File: src/rtl/core/smkh_pkg.sv
// Shared constants, codes and controller/datapath command types for the
// smallest-k max-heap unit. No dependencies; every other file uses it.
`timescale 1ns / 1ps

package smkh_pkg;

  // Heap store depth and the widths derived from it.
  localparam int MAX_ENTRIES = 64;
  localparam int IDX_W = (MAX_ENTRIES > 1) ? $clog2(MAX_ENTRIES) : 1;

  // Fixed field widths.
  localparam int DATA_W   = 32;
  localparam int ACTION_W = 2;
  localparam int INDEX_W  = 6;
  localparam int SIZE_W   = 7;

  // Width for child positions, sizes and index compares.
  localparam int POS_W = (IDX_W + 2 > SIZE_W + 1) ? IDX_W + 2 : SIZE_W + 1;

  localparam logic [SIZE_W-1:0] HEAP_SIZE_RESET = 7'd64;

  // Configuration port.
  localparam int PADDR_W = 3;
  localparam int PDATA_W = 32;
  localparam logic REG_HEAP_SIZE = 1'b0;

  typedef enum logic [ACTION_W-1:0] {
    ACT_LOAD  = 2'd0,
    ACT_BUILD = 2'd1,
    ACT_OFFER = 2'd2,
    ACT_READ  = 2'd3
  } action_t;

  typedef enum logic [2:0] {
    ST_IDLE,
    ST_EXEC,
    ST_FETCH,
    ST_LATCH,
    ST_SIFT_RD,
    ST_SIFT_CMP,
    ST_READ_WAIT,
    ST_DONE
  } state_t;

  typedef struct packed {
    logic capture;
    logic load_wr;
    logic build_init;
    logic offer_start;
    logic read_issue;
    logic read_capture;
    logic fetch;
    logic latch;
    logic child_rd;
    logic move;
    logic final_wr;
    logic build_dec;
    logic out_load;
  } cmd_t;

  typedef struct packed {
    action_t action;
    logic    idx_ok;
    logic    size_zero;
    logic    offer_take;
    logic    has_child;
    logic    child_bigger;
    logic    more_build;
    logic    out_free;
  } status_t;

endpackage

File: src/rtl/core/smkh_if.sv
// Valid/ready channel interfaces for items in and results out.
// Depends on smkh_pkg for the field widths.
`timescale 1ns / 1ps

interface smkh_req_if;
  logic                          valid;
  logic                          ready;
  logic [smkh_pkg::ACTION_W-1:0] action;
  logic [smkh_pkg::INDEX_W-1:0]  index;
  logic [smkh_pkg::DATA_W-1:0]   value;

  modport source (output valid, action, index, value, input ready);
  modport sink (input valid, action, index, value, output ready);
endinterface

interface smkh_rsp_if;
  logic                        valid;
  logic                        ready;
  logic [smkh_pkg::DATA_W-1:0] root_value;
  logic [smkh_pkg::DATA_W-1:0] read_value;
  logic                        replaced;

  modport source (output valid, root_value, read_value, replaced, input ready);
  modport sink (input valid, root_value, read_value, replaced, output ready);
endinterface

File: src/rtl/core/smallest_k_max_heap_unit.sv
// Top level of the smallest-k max-heap unit: configuration register port,
// controller and datapath. Depends on smkh_pkg, smkh_if, smkh_ctrl, smkh_datapath.
//
// The unit keeps the K smallest values offered in a binary max-heap of
// heap_size entries (saturated at the store depth) and works on one item at
// a time. Each result is loaded into the result register after the work
// ends; the next item is accepted while that result still waits. An offer
// that replaces the root sinks the new value level by level until it comes
// to rest at a leaf or above one. Each level reads both children through
// the two read ports of the heap memory, then compares and writes through
// its single write port. A build sifts every node from half the size in use
// down to node 0. The store needs no clearing after reset; its entries must be
// loaded before they are read, built or offered against.
`timescale 1ns / 1ps

module smallest_k_max_heap_unit (
  input  logic                         clk,
  input  logic                         rst,
  smkh_req_if.sink                     req,
  smkh_rsp_if.source                   rsp,
  input  logic                         psel,
  input  logic                         penable,
  input  logic                         pwrite,
  input  logic [smkh_pkg::PADDR_W-1:0] paddr,
  input  logic [smkh_pkg::PDATA_W-1:0] pwdata,
  output logic [smkh_pkg::PDATA_W-1:0] prdata,
  output logic                         pready
);

  logic [smkh_pkg::SIZE_W-1:0] heap_size;
  logic                        reg_sel;
  smkh_pkg::cmd_t              cmd;
  smkh_pkg::status_t           status;

  assign pready  = 1'b1;
  assign reg_sel = paddr[smkh_pkg::PADDR_W-1];

  always_ff @(posedge clk) begin
    if (rst) begin
      heap_size <= smkh_pkg::HEAP_SIZE_RESET;
    end else if (psel && penable && pwrite && pready && reg_sel == smkh_pkg::REG_HEAP_SIZE) begin
      heap_size <= pwdata[smkh_pkg::SIZE_W-1:0];
    end
  end

  always_comb begin
    prdata = '0;
    if (reg_sel == smkh_pkg::REG_HEAP_SIZE) begin
      prdata = smkh_pkg::PDATA_W'(heap_size);
    end
  end

  smkh_ctrl u_ctrl (
    .clk       (clk),
    .rst       (rst),
    .req_valid (req.valid),
    .req_ready (req.ready),
    .status    (status),
    .cmd       (cmd)
  );

  smkh_datapath u_datapath (
    .clk            (clk),
    .rst            (rst),
    .heap_size      (heap_size),
    .req_action     (req.action),
    .req_index      (req.index),
    .req_value      (req.value),
    .cmd            (cmd),
    .status         (status),
    .rsp_valid      (rsp.valid),
    .rsp_ready      (rsp.ready),
    .rsp_root_value (rsp.root_value),
    .rsp_read_value (rsp.read_value),
    .rsp_replaced   (rsp.replaced)
  );

endmodule

File: src/rtl/core/smkh_ctrl.sv
// Controller state machine of the smallest-k max-heap unit: sequences load,
// build, offer and read over the datapath. Depends on smkh_pkg.
`timescale 1ns / 1ps

module smkh_ctrl (
  input  logic              clk,
  input  logic              rst,
  input  logic              req_valid,
  output logic              req_ready,
  input  smkh_pkg::status_t status,
  output smkh_pkg::cmd_t    cmd
);

  smkh_pkg::state_t state;
  smkh_pkg::state_t state_next;

  always_ff @(posedge clk) begin
    if (rst) begin
      state <= smkh_pkg::ST_IDLE;
    end else begin
      state <= state_next;
    end
  end

  always_comb begin
    state_next = state;
    cmd        = '0;
    req_ready  = 1'b0;
    unique case (state)
      smkh_pkg::ST_IDLE: begin
        req_ready = 1'b1;
        if (req_valid) begin
          cmd.capture = 1'b1;
          state_next  = smkh_pkg::ST_EXEC;
        end
      end
      smkh_pkg::ST_EXEC: begin
        unique case (status.action)
          smkh_pkg::ACT_LOAD: begin
            cmd.load_wr = status.idx_ok;
            state_next  = smkh_pkg::ST_DONE;
          end
          smkh_pkg::ACT_BUILD: begin
            if (status.size_zero) begin
              state_next = smkh_pkg::ST_DONE;
            end else begin
              cmd.build_init = 1'b1;
              state_next     = smkh_pkg::ST_FETCH;
            end
          end
          smkh_pkg::ACT_OFFER: begin
            if (status.offer_take) begin
              cmd.offer_start = 1'b1;
              state_next      = smkh_pkg::ST_SIFT_RD;
            end else begin
              state_next = smkh_pkg::ST_DONE;
            end
          end
          smkh_pkg::ACT_READ: begin
            if (status.idx_ok) begin
              cmd.read_issue = 1'b1;
              state_next     = smkh_pkg::ST_READ_WAIT;
            end else begin
              state_next = smkh_pkg::ST_DONE;
            end
          end
          default: state_next = smkh_pkg::ST_DONE;
        endcase
      end
      smkh_pkg::ST_FETCH: begin
        cmd.fetch  = 1'b1;
        state_next = smkh_pkg::ST_LATCH;
      end
      smkh_pkg::ST_LATCH: begin
        cmd.latch  = 1'b1;
        state_next = smkh_pkg::ST_SIFT_RD;
      end
      smkh_pkg::ST_SIFT_RD, smkh_pkg::ST_SIFT_CMP: begin
        if (state == smkh_pkg::ST_SIFT_RD && status.has_child) begin
          cmd.child_rd = 1'b1;
          state_next   = smkh_pkg::ST_SIFT_CMP;
        end else if (state == smkh_pkg::ST_SIFT_CMP && status.child_bigger) begin
          cmd.move   = 1'b1;
          state_next = smkh_pkg::ST_SIFT_RD;
        end else begin
          // The sifted value comes to rest here; a build goes on to the
          // next lower node until node zero is done.
          cmd.final_wr = 1'b1;
          if (status.more_build) begin
            cmd.build_dec = 1'b1;
            state_next    = smkh_pkg::ST_FETCH;
          end else begin
            state_next = smkh_pkg::ST_DONE;
          end
        end
      end
      smkh_pkg::ST_READ_WAIT: begin
        cmd.read_capture = 1'b1;
        state_next       = smkh_pkg::ST_DONE;
      end
      smkh_pkg::ST_DONE: begin
        if (status.out_free) begin
          cmd.out_load = 1'b1;
          state_next   = smkh_pkg::ST_IDLE;
        end
      end
      default: state_next = smkh_pkg::ST_IDLE;
    endcase
  end

  a_cmp_after_rd: assert property (@(posedge clk) disable iff (rst)
    state == smkh_pkg::ST_SIFT_CMP |-> $past(state) == smkh_pkg::ST_SIFT_RD)
    else $error("child compare without a preceding child read");

  a_latch_after_fetch: assert property (@(posedge clk) disable iff (rst)
    state == smkh_pkg::ST_LATCH |-> $past(state) == smkh_pkg::ST_FETCH)
    else $error("node value latched without a fetch");

  a_accept_to_exec: assert property (@(posedge clk) disable iff (rst)
    (req_valid && req_ready) |=> state == smkh_pkg::ST_EXEC)
    else $error("accepted item did not start execution");

endmodule

File: src/rtl/core/smkh_datapath.sv
// Datapath of the smallest-k max-heap unit: heap store memory, sift-down
// registers and compare, root mirror and result register. Depends on smkh_pkg.
`timescale 1ns / 1ps

module smkh_datapath (
  input  logic                          clk,
  input  logic                          rst,
  input  logic [smkh_pkg::SIZE_W-1:0]   heap_size,
  input  logic [smkh_pkg::ACTION_W-1:0] req_action,
  input  logic [smkh_pkg::INDEX_W-1:0]  req_index,
  input  logic [smkh_pkg::DATA_W-1:0]   req_value,
  input  smkh_pkg::cmd_t                cmd,
  output smkh_pkg::status_t             status,
  output logic                          rsp_valid,
  input  logic                          rsp_ready,
  output logic [smkh_pkg::DATA_W-1:0]   rsp_root_value,
  output logic [smkh_pkg::DATA_W-1:0]   rsp_read_value,
  output logic                          rsp_replaced
);

  localparam int IW = smkh_pkg::IDX_W;
  localparam int PW = smkh_pkg::POS_W;
  localparam int DW = smkh_pkg::DATA_W;

  logic [DW-1:0] heap_mem [smkh_pkg::MAX_ENTRIES];
  logic [DW-1:0] rdata0;
  logic [DW-1:0] rdata1;
  logic [IW-1:0] raddr0;
  logic [IW-1:0] raddr1;
  logic          we;
  logic [IW-1:0] waddr;
  logic [DW-1:0] wdata;

  smkh_pkg::action_t            act;
  logic [smkh_pkg::INDEX_W-1:0] idx;
  logic [DW-1:0]                val;
  logic [IW-1:0]                node;
  logic [IW-1:0]                build_i;
  logic [DW-1:0]                sift_val;
  logic [DW-1:0]                root;
  logic [DW-1:0]                rd_val;
  logic                         rep;

  logic [PW-1:0] n;
  logic [PW-1:0] left;
  logic [PW-1:0] right;
  logic          right_ok;
  logic          pick_right;
  logic [DW-1:0] cand;
  logic [IW-1:0] cand_pos;

  // Size in use saturates at the store depth.
  assign n = (PW'(heap_size) > PW'(smkh_pkg::MAX_ENTRIES)) ?
             PW'(smkh_pkg::MAX_ENTRIES) : PW'(heap_size);

  assign left       = PW'({node, 1'b1});
  assign right      = left + PW'(1);
  assign right_ok   = right < n;
  assign pick_right = right_ok && (rdata1 > rdata0);
  assign cand       = pick_right ? rdata1 : rdata0;
  assign cand_pos   = pick_right ? right[IW-1:0] : left[IW-1:0];

  always_comb begin
    status.action       = act;
    status.idx_ok       = PW'(idx) < n;
    status.size_zero    = n == '0;
    status.offer_take   = (n != '0) && (val < root);
    status.has_child    = left < n;
    status.child_bigger = cand > sift_val;
    status.more_build   = (act == smkh_pkg::ACT_BUILD) && (build_i != '0);
    status.out_free     = !rsp_valid || rsp_ready;
  end

  always_comb begin
    raddr0 = left[IW-1:0];
    if (cmd.fetch) begin
      raddr0 = build_i;
    end else if (cmd.read_issue) begin
      raddr0 = IW'(idx);
    end
    raddr1 = right[IW-1:0];

    we    = cmd.load_wr || cmd.move || cmd.final_wr;
    waddr = node;
    wdata = sift_val;
    if (cmd.load_wr) begin
      waddr = IW'(idx);
      wdata = val;
    end else if (cmd.move) begin
      wdata = cand;
    end
  end

  always_ff @(posedge clk) begin
    if (we) begin
      heap_mem[waddr] <= wdata;
    end
    rdata0 <= heap_mem[raddr0];
    rdata1 <= heap_mem[raddr1];
  end

  // Entry zero is mirrored in a register so the root is always at hand.
  always_ff @(posedge clk) begin
    if (rst) begin
      root <= '0;
    end else if (we && waddr == '0) begin
      root <= wdata;
    end
  end

  always_ff @(posedge clk) begin
    if (cmd.capture) begin
      act    <= smkh_pkg::action_t'(req_action);
      idx    <= req_index;
      val    <= req_value;
      rd_val <= '0;
      rep    <= 1'b0;
    end
    if (cmd.build_init) begin
      build_i <= IW'(n >> 1);
    end else if (cmd.build_dec) begin
      build_i <= build_i - IW'(1);
    end
    if (cmd.offer_start) begin
      sift_val <= val;
      node     <= '0;
      rep      <= 1'b1;
    end
    if (cmd.fetch) begin
      node <= build_i;
    end
    if (cmd.latch) begin
      sift_val <= rdata0;
    end
    if (cmd.move) begin
      node <= cand_pos;
    end
    if (cmd.read_capture) begin
      rd_val <= rdata0;
    end
  end

  always_ff @(posedge clk) begin
    if (rst) begin
      rsp_valid <= 1'b0;
    end else if (cmd.out_load) begin
      rsp_valid <= 1'b1;
    end else if (rsp_ready) begin
      rsp_valid <= 1'b0;
    end
  end

  always_ff @(posedge clk) begin
    if (cmd.out_load) begin
      rsp_root_value <= (n == '0) ? '0 : root;
      rsp_read_value <= rd_val;
      rsp_replaced   <= rep;
    end
  end

  a_move_goes_down: assert property (@(posedge clk) disable iff (rst)
    cmd.move |=> node > $past(node))
    else $error("sift step did not move to a child");

  a_root_mirror: assert property (@(posedge clk) disable iff (rst)
    (we && waddr == '0) |=> root == $past(wdata))
    else $error("root register lost a write to entry zero");

  a_result_slot_free: assert property (@(posedge clk) disable iff (rst)
    cmd.out_load |-> (!rsp_valid || rsp_ready))
    else $error("result overwritten before it was taken");

  a_child_in_range: assert property (@(posedge clk) disable iff (rst)
    cmd.child_rd |-> PW'(node) < n)
    else $error("child read issued for a node outside the heap");

endmodule

File: src/flat_wrapper.sv
// flat-port wrapper written by rule: the top's interface ports become plain ports
module smallest_k_max_heap_unit_flat 
  (clk, rst, psel, penable, pwrite, paddr, pwdata, prdata, pready, req_valid, req_action, req_index, req_value, req_ready, rsp_valid, rsp_root_value, rsp_read_value, rsp_replaced, rsp_ready);
  smkh_req_if req_i ();
  smkh_rsp_if rsp_i ();
  input  logic clk;
  input  logic rst;
  input  logic psel;
  input  logic penable;
  input  logic pwrite;
  input  logic [smkh_pkg::PADDR_W-1:0] paddr;
  input  logic [smkh_pkg::PDATA_W-1:0] pwdata;
  output logic [smkh_pkg::PDATA_W-1:0] prdata;
  output logic pready;
  input wire logic [$bits(req_i.valid)-1:0] req_valid;
  input wire logic [$bits(req_i.action)-1:0] req_action;
  input wire logic [$bits(req_i.index)-1:0] req_index;
  input wire logic [$bits(req_i.value)-1:0] req_value;
  output wire logic [$bits(req_i.ready)-1:0] req_ready;
  output wire logic [$bits(rsp_i.valid)-1:0] rsp_valid;
  output wire logic [$bits(rsp_i.root_value)-1:0] rsp_root_value;
  output wire logic [$bits(rsp_i.read_value)-1:0] rsp_read_value;
  output wire logic [$bits(rsp_i.replaced)-1:0] rsp_replaced;
  input wire logic [$bits(rsp_i.ready)-1:0] rsp_ready;
  assign req_i.valid = req_valid;
  assign req_i.action = req_action;
  assign req_i.index = req_index;
  assign req_i.value = req_value;
  assign req_ready = req_i.ready;
  assign rsp_valid = rsp_i.valid;
  assign rsp_root_value = rsp_i.root_value;
  assign rsp_read_value = rsp_i.read_value;
  assign rsp_replaced = rsp_i.replaced;
  assign rsp_i.ready = rsp_ready;
  smallest_k_max_heap_unit u_core (.clk(clk), .rst(rst), .req(req_i), .rsp(rsp_i), .psel(psel), .penable(penable), .pwrite(pwrite), .paddr(paddr), .pwdata(pwdata), .prdata(prdata), .pready(pready));
endmodule
File: config.mk
export PLATFORM = sky130hd
export DESIGN_NAME = smallest_k_max_heap_unit_flat
export DESIGN_NICKNAME = d
export VERILOG_FILES = /design/src/rtl/core/smkh_pkg.sv /design/src/rtl/core/smkh_if.sv /design/src/rtl/core/smallest_k_max_heap_unit.sv /design/src/rtl/core/smkh_ctrl.sv /design/src/rtl/core/smkh_datapath.sv /design/src/flat_wrapper.sv
export SDC_FILE = /design/constraint.sdc
export NUM_CORES = 2
export LEC_CHECK = 0
export BUFFER_PORTS_ARGS = -buffer_cell sky130_fd_sc_hd__buf_4
export CAP_MARGIN = 20
export CELL_PAD_IN_SITES_DETAIL_PLACEMENT = 1
export CELL_PAD_IN_SITES_GLOBAL_PLACEMENT = 1
export CORE_MARGIN = 8
export CORE_UTILIZATION = 42
export CTS_BUF_LIST = sky130_fd_sc_hd__clkbuf_8 sky130_fd_sc_hd__clkbuf_16
export CTS_CLUSTER_SIZE = 14
export DETAILED_ROUTE_END_ITERATION = 16
export PLACE_DENSITY_LB_ADDON = 0.25
export SYNTH_ARGS = -nofsm -noshare
export SYNTH_HDL_FRONTEND = slang
export SYNTH_SLANG_ARGS = --single-unit
File: constraint.sdc
create_clock -name clk -period 22.9 [get_ports clk]
set_input_delay 1.145 -clock clk [delete_from_list [all_inputs] [get_ports clk]]
set_output_delay 1.145 -clock clk [all_outputs]
set_load 0.02 [all_outputs]
Word-level counts from Yosys, hierarchy flattened
Memories as Yosys holds them, arrays and structs flattened. A register that Yosys moved wholly into a read port is not among the register bits.
Index checks and enable logic that the tools add are counted.
{"block": "word_totals", "output_inout_bits": 100, "n_memories": 1, "ram_bits": 2048, "inputBits": 82, "regBits": 225, "elab_cells": 117}
{"memory": "u_core.u_datapath.heap_mem", "depth": 64, "width": 32, "read_ports": 2, "rd_ports_with_merged_regs": 2, "write_ports": 1, "line": "smkh_datapath.sv:25", "source": "logic [DW-1:0] heap_mem [smkh_pkg::MAX_ENTRIES];"}
{"block": "classes", "muxes": 53, "reduce_logical": 26, "order_cmp": 7, "addsub": 2, "eq_ne": 12, "bitwise_logic": 1}
{"operator": "2-to-1 mux 32 bit", "count": 7}
{"operator": "> comparator 32 bit", "count": 2}
{"operator": "2-to-1 mux 6 bit", "count": 9}
{"operator": "< comparator 32 bit", "count": 1}
{"operator": "2-to-1 mux 3 bit", "count": 8}
{"operator": "2-to-1 mux 1 bit", "count": 22}
{"operator": "case mux 3 bit (7 select lines)", "count": 1}
{"operator": "2-to-1 mux 7 bit", "count": 2}
{"operator": "== test 3 bit (second input constant)", "count": 4}
{"operator": "case mux 3 bit (4 select lines)", "count": 1}
{"operator": "logical AND 1 bit", "count": 9}
{"operator": "adder 7 x 1 -> 8 bit (second input constant)", "count": 1}
{"operator": "zero test 8 bit", "count": 1}
{"operator": "< comparator 8 x 7 -> 1 bit", "count": 1}
{"operator": "nonzero test 2 bit", "count": 4}
{"operator": "nonzero test 8 bit", "count": 1}
{"operator": "> comparator 7 bit (second input constant)", "count": 1}
{"operator": "< comparator 6 x 7 -> 1 bit", "count": 1}
{"operator": "< comparator 7 bit", "count": 1}
{"operator": "== test 3 x 2 -> 1 bit (second input constant)", "count": 2}
{"operator": "zero test 6 bit", "count": 1}
{"operator": "nonzero test 6 bit", "count": 1}
{"operator": "subtractor 6 x 1 -> 6 bit (second input constant)", "count": 1}
{"operator": "== test 2 bit (second input constant)", "count": 2}
{"operator": "other kinds (14)", "count": 17}

Longest topological paths before layout
{"block": "logic_depth", "depth_word": 14, "ltp_mapped": 26, "mapped_depth_nobuf": 22}

Hierarchy
Synthesis repeated with hierarchy kept, for this count alone.
{"block": "unflattened", "cells_unflattened": 7570, "hier_area_um2": 103254.0}
{"module": "smkh_datapath", "seq_area_each_um2": 68896.1, "cells_per_inst": 7452, "area_per_inst_um2": 102285.6, "n_inst": 1}
{"module": "smallest_k_max_heap_unit", "seq_area_each_um2": 140.1, "cells_per_inst": 66, "area_per_inst_um2": 581.8, "n_inst": 1}
{"module": "smkh_ctrl", "seq_area_each_um2": 60.1, "cells_per_inst": 52, "area_per_inst_um2": 386.6, "n_inst": 1}

Worst setup path after synthesis
OpenSTA, ideal clock, no wires.
{"block": "synth_timing", "path_kind": "reg2reg", "from": "reg u_core.u_datapath.node[0]", "to": "mem u_core.u_datapath.heap_mem[0][1] (netlist bit), data pin", "t_arrival_ps": 8139, "setup_ps": 702, "stages_incl_launch_ff": 24, "synth_period_minus_slack_ps": 8840, "path_buffers": 6, "setup_slack_ps": 14060, "path_cell_list": "edfxtp_1 clkbuf_1 nand3_1 xnor2_1 buf_1 clkbuf_1 ha_1 o2111ai_1 o2111a_1 and2_1 clkbuf_1 clkbuf_1 nand2_1 o21ai_0 ha_1 a21o_1 a21o_1 a211oi_1 o21a_1 a211oi_1 o41ai_2 clkbuf_1 a221oi_1 o21ai_0"}
{"block": "synth_via", "elab_chain_cells": 11, "word_cells_on_any_way": 13, "cone_classes": "1 x add/sub; 3 x order compare; 6 x mux; 3 x reduce/logical"}
{"element": "from (decl)", "line": "smkh_datapath.sv:37", "source": "logic [IW-1:0] node;"}
{"element": "from (signal assigned)", "line": "smkh_datapath.sv:130", "source": "node <= build_i;"}
{"element": "from (signal assigned)", "line": "smkh_datapath.sv:136", "source": "node <= cand_pos;"}
{"element": "adder 7 x 1 -> 8 bit", "line": "smkh_datapath.sv:57", "source": "assign right = left + PW'(1);"}
{"element": "< comparator 8 x 7 -> 1 bit", "line": "smkh_datapath.sv:58", "source": "assign right_ok = right < n;"}
{"element": "logical AND 1 bit", "line": "smkh_datapath.sv:59", "source": "assign pick_right = right_ok && (rdata1 > rdata0);"}
{"element": "2-to-1 mux 32 bit", "line": "smkh_datapath.sv:60", "source": "assign cand = pick_right ? rdata1 : rdata0;"}
{"element": "> comparator 32 bit", "line": "smkh_datapath.sv:69", "source": "status.child_bigger = cand > sift_val;"}
{"element": "logical AND 1 bit", "line": "smkh_ctrl.sv:82", "source": "end else if (state == smkh_pkg::ST_SIFT_CMP && status.child_bigger) begin"}
{"element": "2-to-1 mux 1 bit", "line": "smkh_ctrl.sv:82"}
{"element": "2-to-1 mux 3 bit", "line": "smkh_ctrl.sv:79", "source": "if (state == smkh_pkg::ST_SIFT_RD && status.has_child) begin"}
{"element": "2-to-1 mux 3 bit", "line": "smkh_ctrl.sv:29", "source": "unique case (state)"}
{"element": "2-to-1 mux 32 bit *", "line": "smkh_datapath.sv:89", "source": "end else if (cmd.move) begin"}
{"element": "2-to-1 mux 32 bit *", "line": "smkh_datapath.sv:86", "source": "if (cmd.load_wr) begin"}
{"element": "via u_core.u_datapath.wdata[1]", "line": "smkh_datapath.sv:32", "source": "logic [DW-1:0] wdata;"}
{"element": "to (decl)", "line": "smkh_datapath.sv:25"}
The timed path passes the listed nets; every way through them passes the cells marked *.

Worst setup path in the final report
{"block": "layout_timing", "from": "reg u_core.heap_size[6] (netlist bit)", "to": "reg u_core.u_datapath.rdata0[14], read port of u_core.u_datapath.heap_mem"}
{"block": "layout_via", "elab_chain_cells": 8}
{"element": "from (decl)", "line": "smallest_k_max_heap_unit.sv:30", "source": "logic [smkh_pkg::SIZE_W-1:0] heap_size;"}
{"element": "from (signal assigned)", "line": "smallest_k_max_heap_unit.sv:40", "source": "heap_size <= smkh_pkg::HEAP_SIZE_RESET;"}
{"element": "from (signal assigned)", "line": "smallest_k_max_heap_unit.sv:42", "source": "heap_size <= pwdata[smkh_pkg::SIZE_W-1:0];"}
{"element": "> comparator 7 bit", "line": "smkh_datapath.sv:53", "source": "assign n = (PW'(heap_size) > PW'(smkh_pkg::MAX_ENTRIES)) ?"}
{"element": "2-to-1 mux 7 bit *", "line": "smkh_datapath.sv:53"}
{"element": "< comparator 6 x 7 -> 1 bit *", "line": "smkh_datapath.sv:65", "source": "status.idx_ok = PW'(idx) < n;"}
{"element": "2-to-1 mux 1 bit *", "line": "smkh_ctrl.sv:60", "source": "if (status.idx_ok) begin"}
{"element": "2-to-1 mux 1 bit *", "line": "smkh_ctrl.sv:38", "source": "unique case (status.action)"}
{"element": "2-to-1 mux 4 bit *", "line": "smkh_ctrl.sv:29"}
{"element": "2-to-1 mux 6 bit *", "line": "smkh_datapath.sv:78", "source": "end else if (cmd.read_issue) begin"}
{"element": "2-to-1 mux 6 bit *", "line": "smkh_datapath.sv:76", "source": "if (cmd.fetch) begin"}
{"element": "to (decl)", "line": "smkh_datapath.sv:26", "source": "logic [DW-1:0] rdata0;"}
Mark *: on every way between the ends. The rest lies on a longest branch, timed or not.
A chain may end at the register's enable or synchronous reset.

==> results.yml <==
setup_path:
  cp_num_cells: 18
  cp_common_cell: "buf_4"
  crit_fanout: 128
  path_cells: "clkinv_1, nand2_1, ha_1, o21bai_1, o2111a_1, o21ai_4, buf_12, a21boi_4, buf_12, buf_4, buf_4, buf_4, buf_4, mux2i_1, a211oi_1, a211oi_1, a2111oi_2, nor4b_4"
  critPathBufInv: 7
  crit_path_start_kind: "register"
  cp_slowest_cell: "nor4b_4"
  r2r_cells: 18
  arrival_ps: 9880
  required_ps: 23570
  path_class: "register to register"
  critPathTopFamily: "buffers and inverters"
  crit_path_end_kind: "register"
  max_stage_delay_ps: 1070
synth:
  synth_warnings: 0
  ys_seq_area_share_pct: 65.9
  ys_types: 87
  ys_ff_latch: 2337
  syn_area_mm2: 0.105
  synth_top_area_share_pct: 63.8
  synthTopCellsByArea: "edfxtp_1 (64%), mux4_2 (6.9%), nand2_1 (4.4%)"
  synthCells: 7434
  synth_largest_area_cell: "edfxtp_1"
  synth_ff_type: "edfxtp_1"
  synth-edff-count: 2229
  ys_async_sr_fraction_pct: 0
  synth_area_per_cell_um2: 14.1
timing:
  final_hold_viol_count: 0
  post-route-period-util_pct: 40.2
  fin_skew_ps: 41.2
  worst_pin_slew_ps: 1210
  max_slew_margin_pct: 18.0
  fmax_mhz: 109
  finalSetupViolations: 0
  slew_violations: 0
  layout_min_cycle_time_ps: 9210
  rsz0062_at_grt: "no"
  finalSetupTns_ps: 0
layout:
  fill_cells: 24400
  drive_above_1_share_pct: 17.4
  fin_area_mm2: 0.118
  mostFrequentLayoutCells: "edfxtp_1 (2229), nand2_1 (1221), nand3_1 (480)"
  final_util_pct: 47.6
  fin_nets: 7662
  layout_commonest_cell: "edfxtp_1"
  syn_to_final_growth_pct: 12.9
global_route:
  grt_overflow: 0
  grt_pass1_wl_um: 542000
  grt_antenna_before_repair: 28
  grt_usage_pct: 28.2
  first_global_vias: 71800
  grt_max_degree: 144
detailed_routing:
  routed_wl_um: 388000
  wl_met3_um: 35400
  drc: 0
  ant_nets: 0
  m1WireLength_um: 157000
  drt_iter0_markers: 9006
  top_layer: "met5"
  dr_wl_met2_um: 172000
  via_per_inst: 6.50
  routedWlPerCell_um: 35.2
  first_pass_iters: 6
  num_vias: 71600
placed_design:
  dpl-instance-area_mm2: 0.111
  port_buffers: 128
  gp_congestion: 0.838
  place.detailed.hpwl_um: 223000
clocking:
  clock_sinks: 2337
  ctsResizeCount: 0
  clkLatencyLatePin_ps: 900
  post_cts_buffers: 0
  clk_path_buf_depth: 3
  htree_num_levels: 4
  cts-hold-fix-buffers: 0
  cts_tree: "yes"
  clkTransAtPathRegs_ps: 60
  numCtsBuffers: 241
  cts_root_buffer: "clkbuf_16"
pwr:
  peakVddDrop_v: 0.000172
  power_density_mw_per_mm2: 131
  leakagePower_nw: 41.2
  p_total_w: 0.0155
min_path:
  hp-class: "register to register"
  hold_depth: 0
floorplan:
  num_rows: 183
  die_area_mm2: 0.266
  start_util_pct: 42.2
  ioPinCount: 182
  die_h_um: 516
  core_mm2: 0.248
  fp.dieW_um: 516
run:
  max_cap_viol_count: 0
status:
  status: "finished clean"
==> routing by layer <==
metal	vias to the layer above	track usage [%]
met5	-	0
met4	16	14.7
met3	788	5.13
met2	3761	42.8
met1	38000	39.0
li1	29100	-
==> path summary, 6_finish.rpt <==
kind | start | to | slack (ps)
setup / recovery | u_core.heap_size[6] | u_core.u_datapath.rdata0[14] | 13690
hold / removal | u_core.u_datapath.rd_val[2] | u_core.u_datapath.rsp_read_value[2] | 410
setup reg to reg | u_core.heap_size[6] | u_core.u_datapath.rdata0[14] | 13690
hold reg to reg | u_core.u_datapath.rd_val[2] | u_core.u_datapath.rsp_read_value[2] | 410
==> cell usage after synthesis, drive strengths merged, types with 57 or more instances <==
cell type  number
nor2          178
a311oi        145
o21ai         159
a21oi          70
nand2        1226
a31oi          73
edfxtp       2229
buf           250
o211a          74
a2111oi        69
mux4          320
nand3         482
mux2          114
dfxtp         108
o211ai        183
and2           57
and3          100
ha            115
o221ai         98
clkbuf        357
a211oi        154
mux2i         320
inv           182
==> sequential cells by signal, indices dropped and copies added, names as in the netlist, 7 cells and up <==
signal	cells
u_core.u_datapath.rdata0	32
u_core.u_datapath.rd_val	32
u_core.u_datapath.val	32
u_core.u_datapath.rsp_root_value	32
u_core.heap_size	7
u_core.u_datapath.rsp_read_value	32
u_core.u_datapath.sift_val	32
u_core.u_datapath.heap_mem	2048
u_core.u_datapath.rdata1	32
u_core.u_datapath.root	32
==> layout make-up <==
class	count	area [µm²]	share of cell area, %
sequential	2337	69100	58.4
multi-input combinational	4331	33700	28.4
clock buffer	252	6230	5.26
tap	3330	4170	3.52
timing repair buffer	371	2970	2.51
clock inverter	200	1510	1.28
inverter	183	689	0.582
antenna	15	37.5	0.0317
==> stage by stage <==
stage | worst slack [ps] | cells | hold slack, ps
global route | 13610 | 11000 | 391
finish | 13690 | 11000 | 415
floorplan | 14060 | 7458 | 400
CTS | 14000 | 11000 | 362
detailed placement | 14030 | 10600 | 406
global placement | 14160 | 10500 | 403
==> where the power goes <==
group          switching [W]  total (W)  internal (W)
logic                0.00442    0.00621       0.00179
clock network        0.00172    0.00388       0.00216
registers           0.000158    0.00543       0.00528
total                0.00630     0.0155       0.00922
==> cells by family (layout without fill, tap and decap cells) <==
family / Yosys count / in the layout / synth area share, %
other cells: 2 / 41 / 0.00716
simple gates: 2245 / 2245 / 9.59
mux: 754 / 754 / 11.1
buf+inv: 790 / 1006 / 3.18
xor+xnor: 9 / 9 / 0.0752
fa+ha+maj: 115 / 115 / 1.37
flops: 2337 / 2337 / 65.9
compound gates: 1182 / 1182 / 8.75
(Power assumes the default switching activity.)
